`src/hw/rtl/amss_pkg.sv`:
```
// Types and constants of the alert mode sleep scheduler.
`timescale 1ns / 1ps
`default_nettype none

package amss_pkg;

   localparam logic [1:0] CMD_ADVANCE = 2'd0;
   localparam logic [1:0] CMD_ANOMALY = 2'd1;
   localparam logic [1:0] CMD_REMOTE  = 2'd2;
   localparam logic [1:0] CMD_RISK    = 2'd3;

   localparam logic [2:0] REG_OWN_NODE_ID       = 3'd0;
   localparam logic [2:0] REG_DEF_ALERT_DUR     = 3'd1;
   localparam logic [2:0] REG_DEF_ALERT_IVL     = 3'd2;
   localparam logic [2:0] REG_RISK_THR_MEDIUM   = 3'd3;
   localparam logic [2:0] REG_RISK_THR_LOW      = 3'd4;
   localparam logic [2:0] REG_SLEEP_HIGH_RISK   = 3'd5;
   localparam logic [2:0] REG_SLEEP_MEDIUM_RISK = 3'd6;
   localparam logic [2:0] REG_SLEEP_LOW_RISK    = 3'd7;

   localparam logic [31:0] RST_OWN_NODE_ID       = 32'd0;
   localparam logic [31:0] RST_DEF_ALERT_DUR     = 32'd3600;
   localparam logic [31:0] RST_DEF_ALERT_IVL     = 32'd60;
   localparam logic [7:0]  RST_RISK_THR_MEDIUM   = 8'd70;
   localparam logic [7:0]  RST_RISK_THR_LOW      = 8'd40;
   localparam logic [31:0] RST_SLEEP_HIGH_RISK   = 32'd60;
   localparam logic [31:0] RST_SLEEP_MEDIUM_RISK = 32'd300;
   localparam logic [31:0] RST_SLEEP_LOW_RISK    = 32'd900;

   typedef struct packed {
      logic [31:0] own_node_id;
      logic [31:0] default_alert_duration;
      logic [31:0] default_alert_interval;
      logic [7:0]  risk_threshold_medium;
      logic [7:0]  risk_threshold_low;
      logic [31:0] sleep_high_risk;
      logic [31:0] sleep_medium_risk;
      logic [31:0] sleep_low_risk;
   } cfg_type;

   typedef struct packed {
      logic [1:0]  command;
      logic [31:0] advance_seconds;
      logic        anomaly_is_alert;
      logic [31:0] source_node;
      logic [31:0] duration_seconds;
      logic [31:0] interval_seconds;
      logic [7:0]  risk_level;
   } item_type;

   typedef struct packed {
      logic [31:0] now_seconds;
      logic        alert_mode_on;
      logic [31:0] alert_origin;
      logic [31:0] sleep_seconds_out;
   } result_type;

endpackage

`default_nettype wire

```
`src/hw/rtl/amss_csr.sv`:
```
// Configuration register file of the scheduler.
`timescale 1ns / 1ps
`default_nettype none

module amss_csr (
   input  wire                  clock,
   input  wire                  reset,
   input  wire                  wr_en,
   input  wire  [2:0]           wr_index,
   input  wire  [31:0]          wr_data,
   output amss_pkg::cfg_type    cfg
);

   amss_pkg::cfg_type cfg_ff;

   always_ff @(posedge clock) begin
      if (reset) begin
         cfg_ff.own_node_id            <= amss_pkg::RST_OWN_NODE_ID;
         cfg_ff.default_alert_duration <= amss_pkg::RST_DEF_ALERT_DUR;
         cfg_ff.default_alert_interval <= amss_pkg::RST_DEF_ALERT_IVL;
         cfg_ff.risk_threshold_medium  <= amss_pkg::RST_RISK_THR_MEDIUM;
         cfg_ff.risk_threshold_low     <= amss_pkg::RST_RISK_THR_LOW;
         cfg_ff.sleep_high_risk        <= amss_pkg::RST_SLEEP_HIGH_RISK;
         cfg_ff.sleep_medium_risk      <= amss_pkg::RST_SLEEP_MEDIUM_RISK;
         cfg_ff.sleep_low_risk         <= amss_pkg::RST_SLEEP_LOW_RISK;
      end else if (wr_en) begin
         unique case (wr_index)
            amss_pkg::REG_OWN_NODE_ID:       cfg_ff.own_node_id            <= wr_data;
            amss_pkg::REG_DEF_ALERT_DUR:     cfg_ff.default_alert_duration <= wr_data;
            amss_pkg::REG_DEF_ALERT_IVL:     cfg_ff.default_alert_interval <= wr_data;
            amss_pkg::REG_RISK_THR_MEDIUM:   cfg_ff.risk_threshold_medium  <= wr_data[7:0];
            amss_pkg::REG_RISK_THR_LOW:      cfg_ff.risk_threshold_low     <= wr_data[7:0];
            amss_pkg::REG_SLEEP_HIGH_RISK:   cfg_ff.sleep_high_risk        <= wr_data;
            amss_pkg::REG_SLEEP_MEDIUM_RISK: cfg_ff.sleep_medium_risk      <= wr_data;
            amss_pkg::REG_SLEEP_LOW_RISK:    cfg_ff.sleep_low_risk         <= wr_data;
         endcase
      end
   end

   assign cfg = cfg_ff;

endmodule

`default_nettype wire

```
`src/hw/rtl/amss_core.sv`:
```
// Scheduler state registers and the single-pass next-state logic.
`timescale 1ns / 1ps
`default_nettype none

module amss_core (
   input  wire                     clock,
   input  wire                     reset,
   input  wire                     advance,
   input  wire amss_pkg::item_type item,
   input  wire amss_pkg::cfg_type  cfg,
   output amss_pkg::result_type    result
);

   logic [31:0] clock_ff,    clock_in;
   logic        flag_ff,     flag_in;
   logic [31:0] expiry_ff,   expiry_in;
   logic [31:0] source_ff,   source_in;
   logic [31:0] interval_ff, interval_in;
   logic [31:0] sleep_ff,    sleep_in;

   logic        due;
   logic        exp_flag;
   logic [31:0] exp_expiry;
   logic [31:0] exp_source;
   logic [31:0] exp_interval;
   logic        local_arm;
   logic [31:0] arm_source;
   logic [31:0] arm_duration;
   logic [31:0] arm_ivl_raw;
   logic [31:0] arm_interval;
   logic [31:0] arm_expiry;

   always_comb begin
      // expiry view: drop alert mode once the clock reaches the expiry time
      due          = flag_ff && (clock_ff >= expiry_ff);
      exp_flag     = due ? 1'b0  : flag_ff;
      exp_expiry   = due ? 32'd0 : expiry_ff;
      exp_source   = due ? 32'd0 : source_ff;
      exp_interval = due ? cfg.default_alert_interval : interval_ff;

      local_arm    = (item.command == amss_pkg::CMD_ANOMALY);
      arm_source   = local_arm ? cfg.own_node_id : item.source_node;
      arm_duration = local_arm ? cfg.default_alert_duration : item.duration_seconds;
      arm_ivl_raw  = local_arm ? cfg.default_alert_interval : item.interval_seconds;
      arm_interval = (arm_ivl_raw != 32'd0) ? arm_ivl_raw : cfg.default_alert_interval;
      arm_expiry   = clock_ff + arm_duration;

      clock_in    = clock_ff;
      flag_in     = flag_ff;
      expiry_in   = expiry_ff;
      source_in   = source_ff;
      interval_in = interval_ff;
      sleep_in    = sleep_ff;

      unique case (item.command)
         amss_pkg::CMD_ADVANCE: begin
            clock_in = clock_ff + item.advance_seconds;
         end
         amss_pkg::CMD_ANOMALY, amss_pkg::CMD_REMOTE: begin
            if (local_arm && !item.anomaly_is_alert) begin
               flag_in     = exp_flag;
               expiry_in   = exp_expiry;
               source_in   = exp_source;
               interval_in = exp_interval;
            end else begin
               flag_in     = (arm_duration != 32'd0);
               expiry_in   = arm_expiry;
               source_in   = arm_source;
               interval_in = arm_interval;
            end
         end
         amss_pkg::CMD_RISK: begin
            flag_in     = exp_flag;
            expiry_in   = exp_expiry;
            source_in   = exp_source;
            interval_in = exp_interval;
            priority if (exp_flag) begin
               sleep_in = (exp_interval != 32'd0) ? exp_interval : cfg.default_alert_interval;
            end else if (item.risk_level >= cfg.risk_threshold_medium) begin
               sleep_in = cfg.sleep_high_risk;
            end else if (item.risk_level >= cfg.risk_threshold_low) begin
               sleep_in = cfg.sleep_medium_risk;
            end else begin
               sleep_in = cfg.sleep_low_risk;
            end
         end
      endcase

      result.now_seconds       = clock_in;
      result.alert_mode_on     = flag_in && (clock_in < expiry_in);
      result.alert_origin      = source_in;
      result.sleep_seconds_out = sleep_in;
   end

   always_ff @(posedge clock) begin
      if (reset) begin
         clock_ff    <= 32'd0;
         flag_ff     <= 1'b0;
         expiry_ff   <= 32'd0;
         source_ff   <= 32'd0;
         interval_ff <= amss_pkg::RST_DEF_ALERT_IVL;
         sleep_ff    <= amss_pkg::RST_SLEEP_LOW_RISK;
      end else if (advance) begin
         clock_ff    <= clock_in;
         flag_ff     <= flag_in;
         expiry_ff   <= expiry_in;
         source_ff   <= source_in;
         interval_ff <= interval_in;
         sleep_ff    <= sleep_in;
      end
   end

endmodule

`default_nettype wire

```
`src/hw/rtl/alert_mode_sleep_scheduler_top.sv`:
```
// Top level of the alert mode sleep scheduler: input register, core, result register.
// One command per clock cycle sustained while rsp_stall is low. An accepted transaction is
// taken into the input register, passes the scheduler logic and lands in the result
// register once that register is free (empty or not stalled), which raises rsp_valid.
// These two registers lie on the path; req_stall rises only when both hold a transaction
// and rsp_stall is high. Configuration writes are always taken (csr_ready is always
// high) and belong to times when no transaction is in flight.
`timescale 1ns / 1ps
`default_nettype none

module alert_mode_sleep_scheduler_top (
   input  wire         clock,
   input  wire         reset,

   input  wire         req_valid,
   output logic        req_stall,
   input  wire  [1:0]  req_command,
   input  wire  [31:0] req_advance_seconds,
   input  wire         req_anomaly_is_alert,
   input  wire  [31:0] req_source_node,
   input  wire  [31:0] req_duration_seconds,
   input  wire  [31:0] req_interval_seconds,
   input  wire  [7:0]  req_risk_level,

   output logic        rsp_valid,
   input  wire         rsp_stall,
   output logic [31:0] rsp_now_seconds,
   output logic        rsp_alert_mode_on,
   output logic [31:0] rsp_alert_origin,
   output logic [31:0] rsp_sleep_seconds_out,

   input  wire         csr_valid,
   output logic        csr_ready,
   input  wire  [2:0]  csr_index,
   input  wire  [31:0] csr_wdata
);

   amss_pkg::cfg_type    cfg;
   amss_pkg::item_type   in_item_ff;
   amss_pkg::result_type core_result;
   amss_pkg::result_type out_data_ff;

   logic in_valid_ff, in_valid_in;
   logic out_valid_ff, out_valid_in;
   logic out_free;
   logic in_move;
   logic req_accept;

   assign csr_ready = 1'b1;

   amss_csr u_csr (
      .clock    (clock),
      .reset    (reset),
      .wr_en    (csr_valid && csr_ready),
      .wr_index (csr_index),
      .wr_data  (csr_wdata),
      .cfg      (cfg)
   );

   amss_core u_core (
      .clock   (clock),
      .reset   (reset),
      .advance (in_move),
      .item    (in_item_ff),
      .cfg     (cfg),
      .result  (core_result)
   );

   always_comb begin
      out_free     = !out_valid_ff || !rsp_stall;
      in_move      = in_valid_ff && out_free;
      req_stall    = in_valid_ff && !out_free;
      req_accept   = req_valid && !req_stall;
      // hold the input transaction while the result register is blocked
      in_valid_in  = req_stall ? 1'b1 : req_accept;
      out_valid_in = in_move ? 1'b1 : (out_valid_ff && rsp_stall);
   end

   always_ff @(posedge clock) begin
      if (reset) begin
         in_valid_ff  <= 1'b0;
         out_valid_ff <= 1'b0;
      end else begin
         in_valid_ff  <= in_valid_in;
         out_valid_ff <= out_valid_in;
      end
   end

   always_ff @(posedge clock) begin
      if (req_accept) begin
         in_item_ff.command          <= req_command;
         in_item_ff.advance_seconds  <= req_advance_seconds;
         in_item_ff.anomaly_is_alert <= req_anomaly_is_alert;
         in_item_ff.source_node      <= req_source_node;
         in_item_ff.duration_seconds <= req_duration_seconds;
         in_item_ff.interval_seconds <= req_interval_seconds;
         in_item_ff.risk_level       <= req_risk_level;
      end
      if (in_move) begin
         out_data_ff <= core_result;
      end
   end

   assign rsp_valid             = out_valid_ff;
   assign rsp_now_seconds       = out_data_ff.now_seconds;
   assign rsp_alert_mode_on     = out_data_ff.alert_mode_on;
   assign rsp_alert_origin      = out_data_ff.alert_origin;
   assign rsp_sleep_seconds_out = out_data_ff.sleep_seconds_out;

endmodule

`default_nettype wire

```
`config.mk`:
```
export PLATFORM = sky130hd
export DESIGN_NAME = alert_mode_sleep_scheduler_top
export DESIGN_NICKNAME = d
export VERILOG_FILES = /design/src/hw/rtl/amss_pkg.sv /design/src/hw/rtl/amss_csr.sv /design/src/hw/rtl/amss_core.sv /design/src/hw/rtl/alert_mode_sleep_scheduler_top.sv
export SDC_FILE = /design/constraint.sdc
export NUM_CORES = 1
export LEC_CHECK = 0
export ABC_AREA = 1
export BUFFER_PORTS_ARGS = -buffer_cell sky130_fd_sc_hd__buf_4
export CELL_PAD_IN_SITES_DETAIL_PLACEMENT = 0
export CELL_PAD_IN_SITES_GLOBAL_PLACEMENT = 1
export CORE_MARGIN = 4
export CORE_UTILIZATION = 48
export DETAILED_ROUTE_END_ITERATION = 8
export GPL_TIMING_DRIVEN = 0
export PLACE_DENSITY_LB_ADDON = 0.3
export SYNTH_ARGS = -nofsm -noshare
export SYNTH_HDL_FRONTEND = slang
export SYNTH_HIERARCHICAL = 1
export SYNTH_SLANG_ARGS = --single-unit
```
`constraint.sdc`:
```
create_clock -name clock -period 10.32 [get_ports clock]
set_input_delay 0.516 -clock clock [delete_from_list [all_inputs] [get_ports clock]]
set_output_delay 0.516 -clock clock [all_outputs]
set_load 0.01 [all_outputs]
```
# ---- After elaboration in Yosys (flattened, before gate mapping)
# Cells that the tools add are included.
dict set report op_classes {
  n_addsub 2
  order_cmp 4
  eq_ne 10
  muxes 24
  n_reduce_logical 29
}
# op n
set ops {}
lappend ops {{$mux W32} 16}
lappend ops {{$pmux W32 S2} 3}
lappend ops {{$reduce_bool A32 Y1} 3}
lappend ops {{$add A32 B32 Y32} 2}
lappend ops {{$ge A32 B32 Y1} 1}
lappend ops {{$lt A32 B32 Y1} 1}
lappend ops {{$reduce_and A2 Y1} 9}
lappend ops {{$ge A8 B8 Y1} 2}
lappend ops {{$eq A3 B3 Y1 const B} 4}
lappend ops {{$logic_and A1 B1 Y1} 7}
lappend ops {{$eq A3 B2 Y1 const B} 2}
lappend ops {{$logic_not A1 Y1} 5}
lappend ops {{$eq A2 B2 Y1 const B} 2}
lappend ops {{$mux W1} 4}
lappend ops {{$eq A3 B1 Y1 const B} 1}
lappend ops {{$logic_not A3 Y1} 1}
lappend ops {{$eq A2 B1 Y1 const B} 1}
lappend ops {{$logic_not A2 Y1} 1}
lappend ops {{$pmux W1 S2} 1}
lappend ops {{$reduce_bool A2 Y1} 1}
lappend ops {{$reduce_or A2 Y1} 1}
lappend ops {{$logic_or A1 B1 Y1} 1}
dict set report totals {
  regBits 607
  in_bits 179
}

# ---- Depth between registers and ports, before layout
# Gate-level depths: netlist (run 1).
dict set report depth {
  ltp_word 7
  ltp_mapped 34
}

# ---- By module
# Netlist (run 1), hierarchy kept.
# mod instances cells_per_inst area_each_um2
set modules_own_cells {}
lappend modules_own_cells {amss_core 1 3038 17663.2}
lappend modules_own_cells {amss_csr 1 1155 8017.7}
lappend modules_own_cells {alert_mode_sleep_scheduler_top 1 250 7189.4}

# ---- Worst setup path after synthesis (run 1)
# OpenSTA, ideal clock, no wires.
dict set report synth_path {
  path_kind {input port to flip-flop}
  startpoint {input port rsp_stall}
  endpoint {register u_core.interval_ff[2]}
  setup_ps 79
  arrival_time_ps 6602
  t_required_ps 10241
  slack_ps 3639
  path_stages 9
  cell_sequence {a21oi_1 clkbuf_1 inv_1 nor2_1 inv_1 clkbuf_1 a31oi_1 o21ai_0 o211ai_1}
}
dict set report synth_via {
  elab_chain_cells 4
}
# item line
set synth_rtl {}
lappend synth_rtl {{start: declaration} alert_mode_sleep_scheduler_top.sv:26} ;# input wire rsp_stall,
lappend synth_rtl {{$logic_not A1 Y1} alert_mode_sleep_scheduler_top.sv:70} ;# out_free = !out_valid_ff || !rsp_stall;
lappend synth_rtl {{$logic_or A1 B1 Y1} alert_mode_sleep_scheduler_top.sv:70}
lappend synth_rtl {{$logic_and A1 B1 Y1} alert_mode_sleep_scheduler_top.sv:71} ;# in_move = in_valid_ff && out_free;
lappend synth_rtl {{$reduce_and A2 Y1 (no line)} -}
lappend synth_rtl {{end signal: assignment} amss_core.sv:101} ;# interval_ff <= amss_pkg::RST_DEF_ALERT_IVL;
lappend synth_rtl {{end signal: assignment} amss_core.sv:108} ;# interval_ff <= interval_in;
lappend synth_rtl {{end: declaration} amss_core.sv:18} ;# logic [31:0] interval_ff, interval_in;
# No other way between the ends.
# A chain may end at the register's enable or synchronous reset.

==> results of run 1 <==
[synth_stat cells (all sizes together), types with 15 or more instances]
cell    number  share of area (%)
nand3      367                5.6
inv        481                5.5
o211ai      64                1.5
xor2        19               0.51
nor4        15               0.29
nand4       18               0.34
a31oi       20               0.38
edfxtp     236                 22
buf        102                1.6
ha         145                5.5
nand2     1036                 12
dfxtp      371                 23
a21oi      271                4.1
o311ai      35               0.93
clkbuf     148                1.7
nor3        16               0.24
o21a        23               0.53
nor2       643                7.4
o21ai      315                4.8
o221ai      57                1.5
[flip-flops by register name, indices dropped and copies added (netlist names)]
| name | cells |
|---|---|
| rsp_sleep_seconds_out | 32 |
| in_valid_ff | 1 |
| u_core/flag_ff | 1 |
| rsp_valid | 1 |
| u_csr/cfg | 208 |
| u_core/source_ff | 32 |
| u_core/clock_ff | 32 |
| in_item_ff | 139 |
| u_core/sleep_ff | 32 |
| u_core/expiry_ff | 32 |
| rsp_alert_mode_on | 1 |
| rsp_now_seconds | 32 |
| u_core/interval_ff | 32 |
| rsp_alert_origin | 32 |
[cell type report]
class / count / area share (%)
Clock buffer: 96 / 5.03
Inverter: 482 / 4.72
Multi-Input combinational cell: 3104 / 40.3
Timing Repair Buffer: 282 / 5.72
Sequential cell: 607 / 37.8
Clock inverter: 32 / 0.769
Tap cell: 873 / 2.84
Buffer: 250 / 2.78
[logic make-up (layout without fill, tap and decap cells)]
logic type	count (synthesis)	in the layout	synth area share, %
mux	6	6	0.183
buf+inv	732	1142	8.75
compound gates	815	815	14.5
simple gates	2105	2105	26.0
other cells	1	1	0.0114
fa+ha+maj	147	147	5.64
flops	607	607	44.2
xor+xnor	30	30	0.799
[through the flow]
step | cell area [um2] | hold slack, ps | worst slack, ps | util (%)
6_report | 38400 | 65.0 | 3870 | 56.9
5_1_grt | 38400 | 47.1 | 3500 | 56.9
3_3_place_gp | 36000 | 440 | -2380 | 53.4
4_1_cts | 38400 | 25.7 | 4040 | 56.9
3_5_place_dp | 36200 | 445 | 4070 | 53.6
2_1_floorplan | 32900 | 429 | 3640 | -
[where the power goes]
part           switching, mW  leakage [nW]  total (mW)  internal (mW)
clock                   1.03          1.08        2.43           1.40
sequential            0.0908          5.31        2.73           2.64
combinational          0.849          11.1        1.26          0.415
total                   1.97          17.5        6.42           4.45
[worst max-delay path: cells and delay by family, from the launching register on]
kind | cells | cell delay (ps)
buffers and inverters | 4 | 1690
adder cells (fa/ha/maj) | 4 | 830
XOR/XNOR | 1 | 180
AO/OA/AOI/OAI | 10 | 2200
AND/OR/NAND/NOR | 9 | 960
flip-flops | 1 | 410
[metal layers]
layer / vias to the layer above / routed length (um) / GRT usage, %
met2: 1457 / 52100 / 49.4
met3: 261 / 11400 / 5.49
met5: - / 0 / 0
met4: 0 / 5320 / 12.8
met1: 14800 / 52500 / 45.2
li1: 15500 / - / -
[final timing paths]
check                           endpoint  cells after the start                       from
max          rsp_alert_mode_on$_DFFE_PP_                     28  in_item_ff[138]$_DFFE_PP_
min              in_item_ff[4]$_DFFE_PP_                      1          req_risk_level[4]
max reg2reg  rsp_alert_mode_on$_DFFE_PP_                     28  in_item_ff[138]$_DFFE_PP_
min reg2reg    u_csr/cfg[2]$_SDFFE_PP1P_                      2  u_csr/cfg[2]$_SDFFE_PP1P_
==> flow_metrics.py, run 1 <==
metrics = {
    "cells_and_area": {
        "area_growth_pct": 16.8,
        "drive_above_1_share_pct": 9.71,
        "fill_cells": 6574,
        "regArea_um2": 14500,
        "layout_commonest_cell": "nand2_1",
        "multi_input_area_um2": 15500,
        "finalNetCount": 5122,
        "n_antenna_cell": 0,
        "instances_no_fill": 5726,
        "final_cell_mix": "1033 x nand2_1, 637 x nor2_1, 474 x inv_1",
    },
    "global_routing": {
        "grt_pass1_wl_mm": 180,
        "grt_use_total_pct": 32.1,
        "grt_overflow": 0,
        "grt_pass1_vias": 29800,
        "antenna_found_initial": 0,
        "grt_max_degree": 92,
    },
    "power": {
        "powerDensity_nw_per_um2": 167,
        "p_leak_nw": 17.5,
        "ir_drop_uv": 141,
        "finalPower_mw": 6.42,
    },
    "clock_tree": {
        "cts_buffers": 69,
        "hold_buffers": 0,
        "clkTransAtPathRegs_ps": 60,
        "postCtsSetupRepairBufs": 0,
        "cts-htree-levels": 3,
        "cts_tree": "built",
        "post_cts_resized": 0,
        "cts-root-buf": "clkbuf_16",
        "clk_latency_ps": 630,
        "cts.path.max_buffers": 3,
        "cts_sinks": 607,
    },
    "yosys": {
        "yosysWarnings": 6,
        "syn_area_um2": 32900,
        "synthArstFlopShare_pct": 0,
        "synth_ff_type": "dfxtp_1",
        "ys_ff_latch": 607,
        "syn_nets": 4769,
        "synthCells": 4443,
        "synth_edf_count": 236,
        "seq_area_frac_synth_pct": 44.2,
        "yosysUniqueCellTypes": 52,
        "avgSynthCellArea_um2": 7.40,
    },
    "timing": {
        "fmax_ghz": 0.155,
        "tns_ps": 0,
        "setup-violations-final": 0,
        "fin_crit_sh_pct": 62.5,
        "rsz0062_at_grt": "false",
        "fin_skew_ps": 30.2,
        "hold_viol_final": 0,
        "tightest_slew_ps": 1500,
        "period_needed_ps": 6450,
        "slew_headroom_pct": -0.594,
        "final_max_slew_viol_count": 11,
    },
    "worst_setup_path": {
        "end_kind": "flop",
        "crit_required_ps": 10790,
        "setup.worst_path.class": "flop to flop",
        "rrSetupSlack_ps": 3870,
        "start_kind": "flop",
        "arrival_ps": 6920,
        "path_max_fanout": 10,
        "critical_path.slowest_cell": "clkbuf_1",
        "slowest_delay_ps": 690,
        "worst_path_most_repeated_cell": "a21oi_1",
    },
    "placement": {
        "dp_cells": 5598,
        "dp_hpwl_mm": 93.4,
        "io_buffers": 277,
        "gp_congestion": 0.980,
    },
    "route": {
        "drc": 0,
        "vias": 32000,
        "wl_per_cell_um": 21.2,
        "dr.pass1.iters": 5,
        "drtIter0Drc": 3566,
        "routed_via_density": 5.58,
        "antenna_left": 0,
        "routed_wl_mm": 121,
    },
    "die": {
        "fp.dieH_um": 270,
        "die_area_um2": 72700,
        "die_w_um": 270,
        "core.rowCount": 95,
        "initial_core_util_pct": 48.7,
        "io_pins": 279,
        "core_area_um2": 67500,
    },
    "status": {
        "run_status": "finished with violations",
        "violations": "max-capacitance violations, max-slew violations",
    },
    "min_path": {
        "hp-class": "primary input to flop",
    },
    "run": {
        "max-cap-violations": 1,
    },
}
Power figures use the tool's default switching activity.
==> inputs of run 2 (changes only) <==
--- a/config.mk
+++ b/config.mk
@@ -5,12 +5,12 @@
 export SDC_FILE = /design/constraint.sdc
 export NUM_CORES = 1
 export LEC_CHECK = 0
-export ABC_AREA = 1
+export ABC_AREA = 0
 export BUFFER_PORTS_ARGS = -buffer_cell sky130_fd_sc_hd__buf_4
 export CELL_PAD_IN_SITES_DETAIL_PLACEMENT = 0
 export CELL_PAD_IN_SITES_GLOBAL_PLACEMENT = 1
 export CORE_MARGIN = 4
-export CORE_UTILIZATION = 48
+export CORE_UTILIZATION = 47
 export DETAILED_ROUTE_END_ITERATION = 8
 export GPL_TIMING_DRIVEN = 0
 export PLACE_DENSITY_LB_ADDON = 0.3
==> constraint.sdc (replaced) <==
create_clock -name clock -period 6.52 [get_ports clock]
set_input_delay 0.326 -clock clock [delete_from_list [all_inputs] [get_ports clock]]
set_output_delay 0.326 -clock clock [all_outputs]
set_load 0.01 [all_outputs]
==> run 2 against run 1 <==
  * The flow now finishes without violations
  * Via count decreased by 19%
  * Power is 50% higher
  * Critical path depth shrank 5
  * Global-route usage is 2.2 points lower
  * Clock skew increased by 3.9 ps
  * Synthesized area fell by 7.3%
  * Flip-flop and latch count did not move
  * Design area shrank 2.1%
  * Sequential share of layout area up 0.80 points
  * First-iteration DRC count is 35% lower
  * Register-to-register slack got worse by 3600 ps
  * Worst hold slack got worse by 23 ps
  * Critical path type unchanged
==> flow_metrics.py, run 2 <==
metrics = {
    "cells_and_area": {
        "largest_reg_flops": 208,
        "final_cell_mix": "371 x dfxtp_1, 287 x buf_4, 275 x nor2_1",
        "fill_cells": 5397,
        "area_growth_pct": 23.4,
        "n_antenna_cell": 0,
        "finalNetCount": 3802,
        "final_util_pct": 58.4,
        "drive_above_1_share_pct": 15.8,
        "layout_commonest_cell": "dfxtp_1",
    },
    "timing": {
        "hold_slack_ps": 42.5,
        "fin_skew_ps": 34.1,
        "rsz0062_at_grt": "false",
        "tightest_slew_ps": 1230,
        "final_max_slew_viol_count": 0,
        "fin_crit_sh_pct": 96.1,
        "hold_viol_final": 0,
        "setup-violations-final": 0,
        "slew_headroom_pct": 17.8,
        "period_needed_ps": 6270,
        "fmax_ghz": 0.160,
    },
    "route": {
        "dr.pass1.iters": 6,
        "drtIter0Drc": 2331,
        "wl_per_cell_um": 24.5,
        "routed_via_density": 5.92,
        "vias": 26000,
        "routed_wl_mm": 107,
        "antenna_left": 0,
        "drc": 0,
    },
    "worst_setup_path": {
        "crit_required_ps": 6860,
        "path_max_fanout": 10,
        "slowest_delay_ps": 490,
        "end_kind": "flop",
        "arrival_ps": 6600,
        "start_kind": "flop",
        "critPathLaunch": "in_item_ff[138]$_DFFE_PP_",
        "setup.worst_path.class": "flop to flop",
        "critical_path.slowest_cell": "edfxtp_1",
        "reg2reg_from": "in_item_ff[138]$_DFFE_PP_",
        "worst_path_most_repeated_cell": "ha_1",
        "crit_path_cell_trace": "inv_1 -> ha_1 -> clkbuf_4 -> mux2_2 -> ha_1 -> fa_1 -> a21o_1 -> a21o_1 -> a211o_1 -> a21oi_4 -> o221ai_1 -> o41ai_2 -> o21ai_0 -> xor2_1 -> a22oi_1 -> ha_1 -> nand4_1 -> nor2_1 -> nand2_2 -> a2111oi_4 -> o21ai_0 -> a21oi_2 -> nor4_2",
    },
    "global_routing": {
        "grt_pass1_vias": 26300,
        "grt_max_degree": 38,
        "grt_pass1_wl_mm": 160,
        "grt_overflow": 0,
        "grt_use_total_pct": 29.9,
        "antenna_found_initial": 1,
    },
    "run": {
        "max-cap-violations": 0,
    },
    "clock_tree": {
        "cts-htree-levels": 3,
        "clkTransAtPathRegs_ps": 60,
        "clk_latency_ps": 640,
        "postCtsSetupRepairBufs": 0,
        "cts.path.max_buffers": 3,
        "cts-root-buf": "clkbuf_16",
        "cts_tree": "built",
        "cts_buffers": 69,
        "cts_sinks": 607,
    },
    "die": {
        "io_pins": 279,
        "die_area_um2": 68900,
        "initial_core_util_pct": 47.3,
        "die_w_um": 263,
        "fp.dieH_um": 263,
        "core_area_um2": 64300,
        "core.rowCount": 93,
    },
    "power": {
        "powerDensity_nw_per_um2": 256,
        "ir_drop_uv": 225,
        "p_leak_nw": 15.5,
    },
    "yosys": {
        "yosysUniqueCellTypes": 81,
        "yosysTopAreaCell": "dfxtp_1",
        "synthCells": 2974,
        "avgSynthCellArea_um2": 10.2,
        "synth_top_area_share_pct": 24.4,
        "syn_nets": 3300,
        "ys_ff_latch": 607,
        "syn_area_um2": 30500,
        "synthArstFlopShare_pct": 0,
        "yosys-top-cells-count": "371 x dfxtp_1, 277 x nor2_1, 256 x mux2i_1",
        "yosysWarnings": 6,
        "seq_area_frac_synth_pct": 47.7,
        "synth_area_leaders": "dfxtp_1 24%, edfxtp_1 23%, mux2i_1 8.4%",
        "yosysMostFrequentCell": "dfxtp_1",
        "synth_edf_count": 236,
        "synth_ff_type": "dfxtp_1",
    },
    "min_path": {
        "hp-class": "primary input to flop",
        "hp-start": "csr_wdata[11]",
    },
    "status": {
        "run_status": "complete, no violations",
    },
    "placement": {
        "dp_hpwl_mm": 81.0,
        "gp_congestion": 0.928,
        "io_buffers": 277,
    },
}
-- run 2: kinds of logic after synthesis --
group | after synthesis | share of synthesized area (%)
flip-flops | 607 | 47.7
other | 1 | 0.0123
buffers and inverters | 269 | 3.62
AND/OR/NAND/NOR | 824 | 13.5
AO/OA/AOI/OAI | 761 | 17.1
multiplexers | 315 | 10.6
adder cells (fa/ha/maj) | 147 | 6.09
XOR/XNOR | 50 | 1.44
-- run 2: timing repair --
| action | 4_1_cts | 5_1_grt |
|---|---|---|
| setup endpoints to repair | 1 | 1 |
| pin swaps | 0 | 2 |
| hold buffers | 147 | 0 |
| hold endpoints to repair | 147 | 0 |
| resized for setup | 8 | 11 |
-- run 2: worst paths after layout --
path | end | slack, ps | cells after the start
setup / recovery | rsp_alert_mode_on$_DFFE_PP_ | 250 | 23
hold / removal | u_csr/cfg[155]$_SDFFE_PP1P_ | 40 | 3
setup reg to reg | rsp_alert_mode_on$_DFFE_PP_ | 250 | 23
hold reg to reg | u_core/sleep_ff[3]$_SDFFE_PP0P_ | 460 | 2
-- run 2: metrics by stage --
step	cell area [um2]	setup TNS, ps	instances	power (mW)	setup slack (ps)
6_report	37600	0	4387	9.63	253
5_1_grt	37600	0	4387	9.96	31.6
4_1_cts	37500	0	4387	9.65	45.4
3_5_place_dp	33800	-763	4113	5.66	-763
3_3_place_gp	33600	-192090	4106	5.63	-2070
2_1_floorplan	30500	0	2974	5.10	1120
-- run 2: power by group --
group,internal (mW),switching [mW],total (mW)
sequential,4.12,0.100,4.22
clock,2.29,1.64,3.93
combinational,0.600,0.884,1.48
total,7.01,2.62,9.63
-- run 2: layer usage --
metal  routed length, um  track usage [%]
met1               43400             37.5
met2               51900             51.0
met3                6370             3.82
met4                5680             14.6
met5                   0                0
-- run 2: layout make-up --
cell class | count | area [um2] | area share [%]
Multi-Input combinational cell | 2098 | 14900 | 39.7
Inverter | 80 | 300 | 0.799
Timing Repair Buffer | 431 | 3690 | 9.82
Sequential cell | 607 | 14500 | 38.6
Clock inverter | 29 | 348 | 0.925
Tap cell | 855 | 1070 | 2.85
Clock buffer | 98 | 1930 | 5.13
Buffer | 189 | 812 | 2.16
-- run 2: worst max-delay path: cells and delay by family (launching register included) --
| family | cells | cell delay (ps) |
|---|---|---|
| compound gates | 11 | 2710 |
| fa+ha+maj | 4 | 1290 |
| flops | 1 | 490 |
| simple gates | 4 | 450 |
| buf+inv | 2 | 420 |
| mux | 1 | 370 |
| xor+xnor | 1 | 250 |
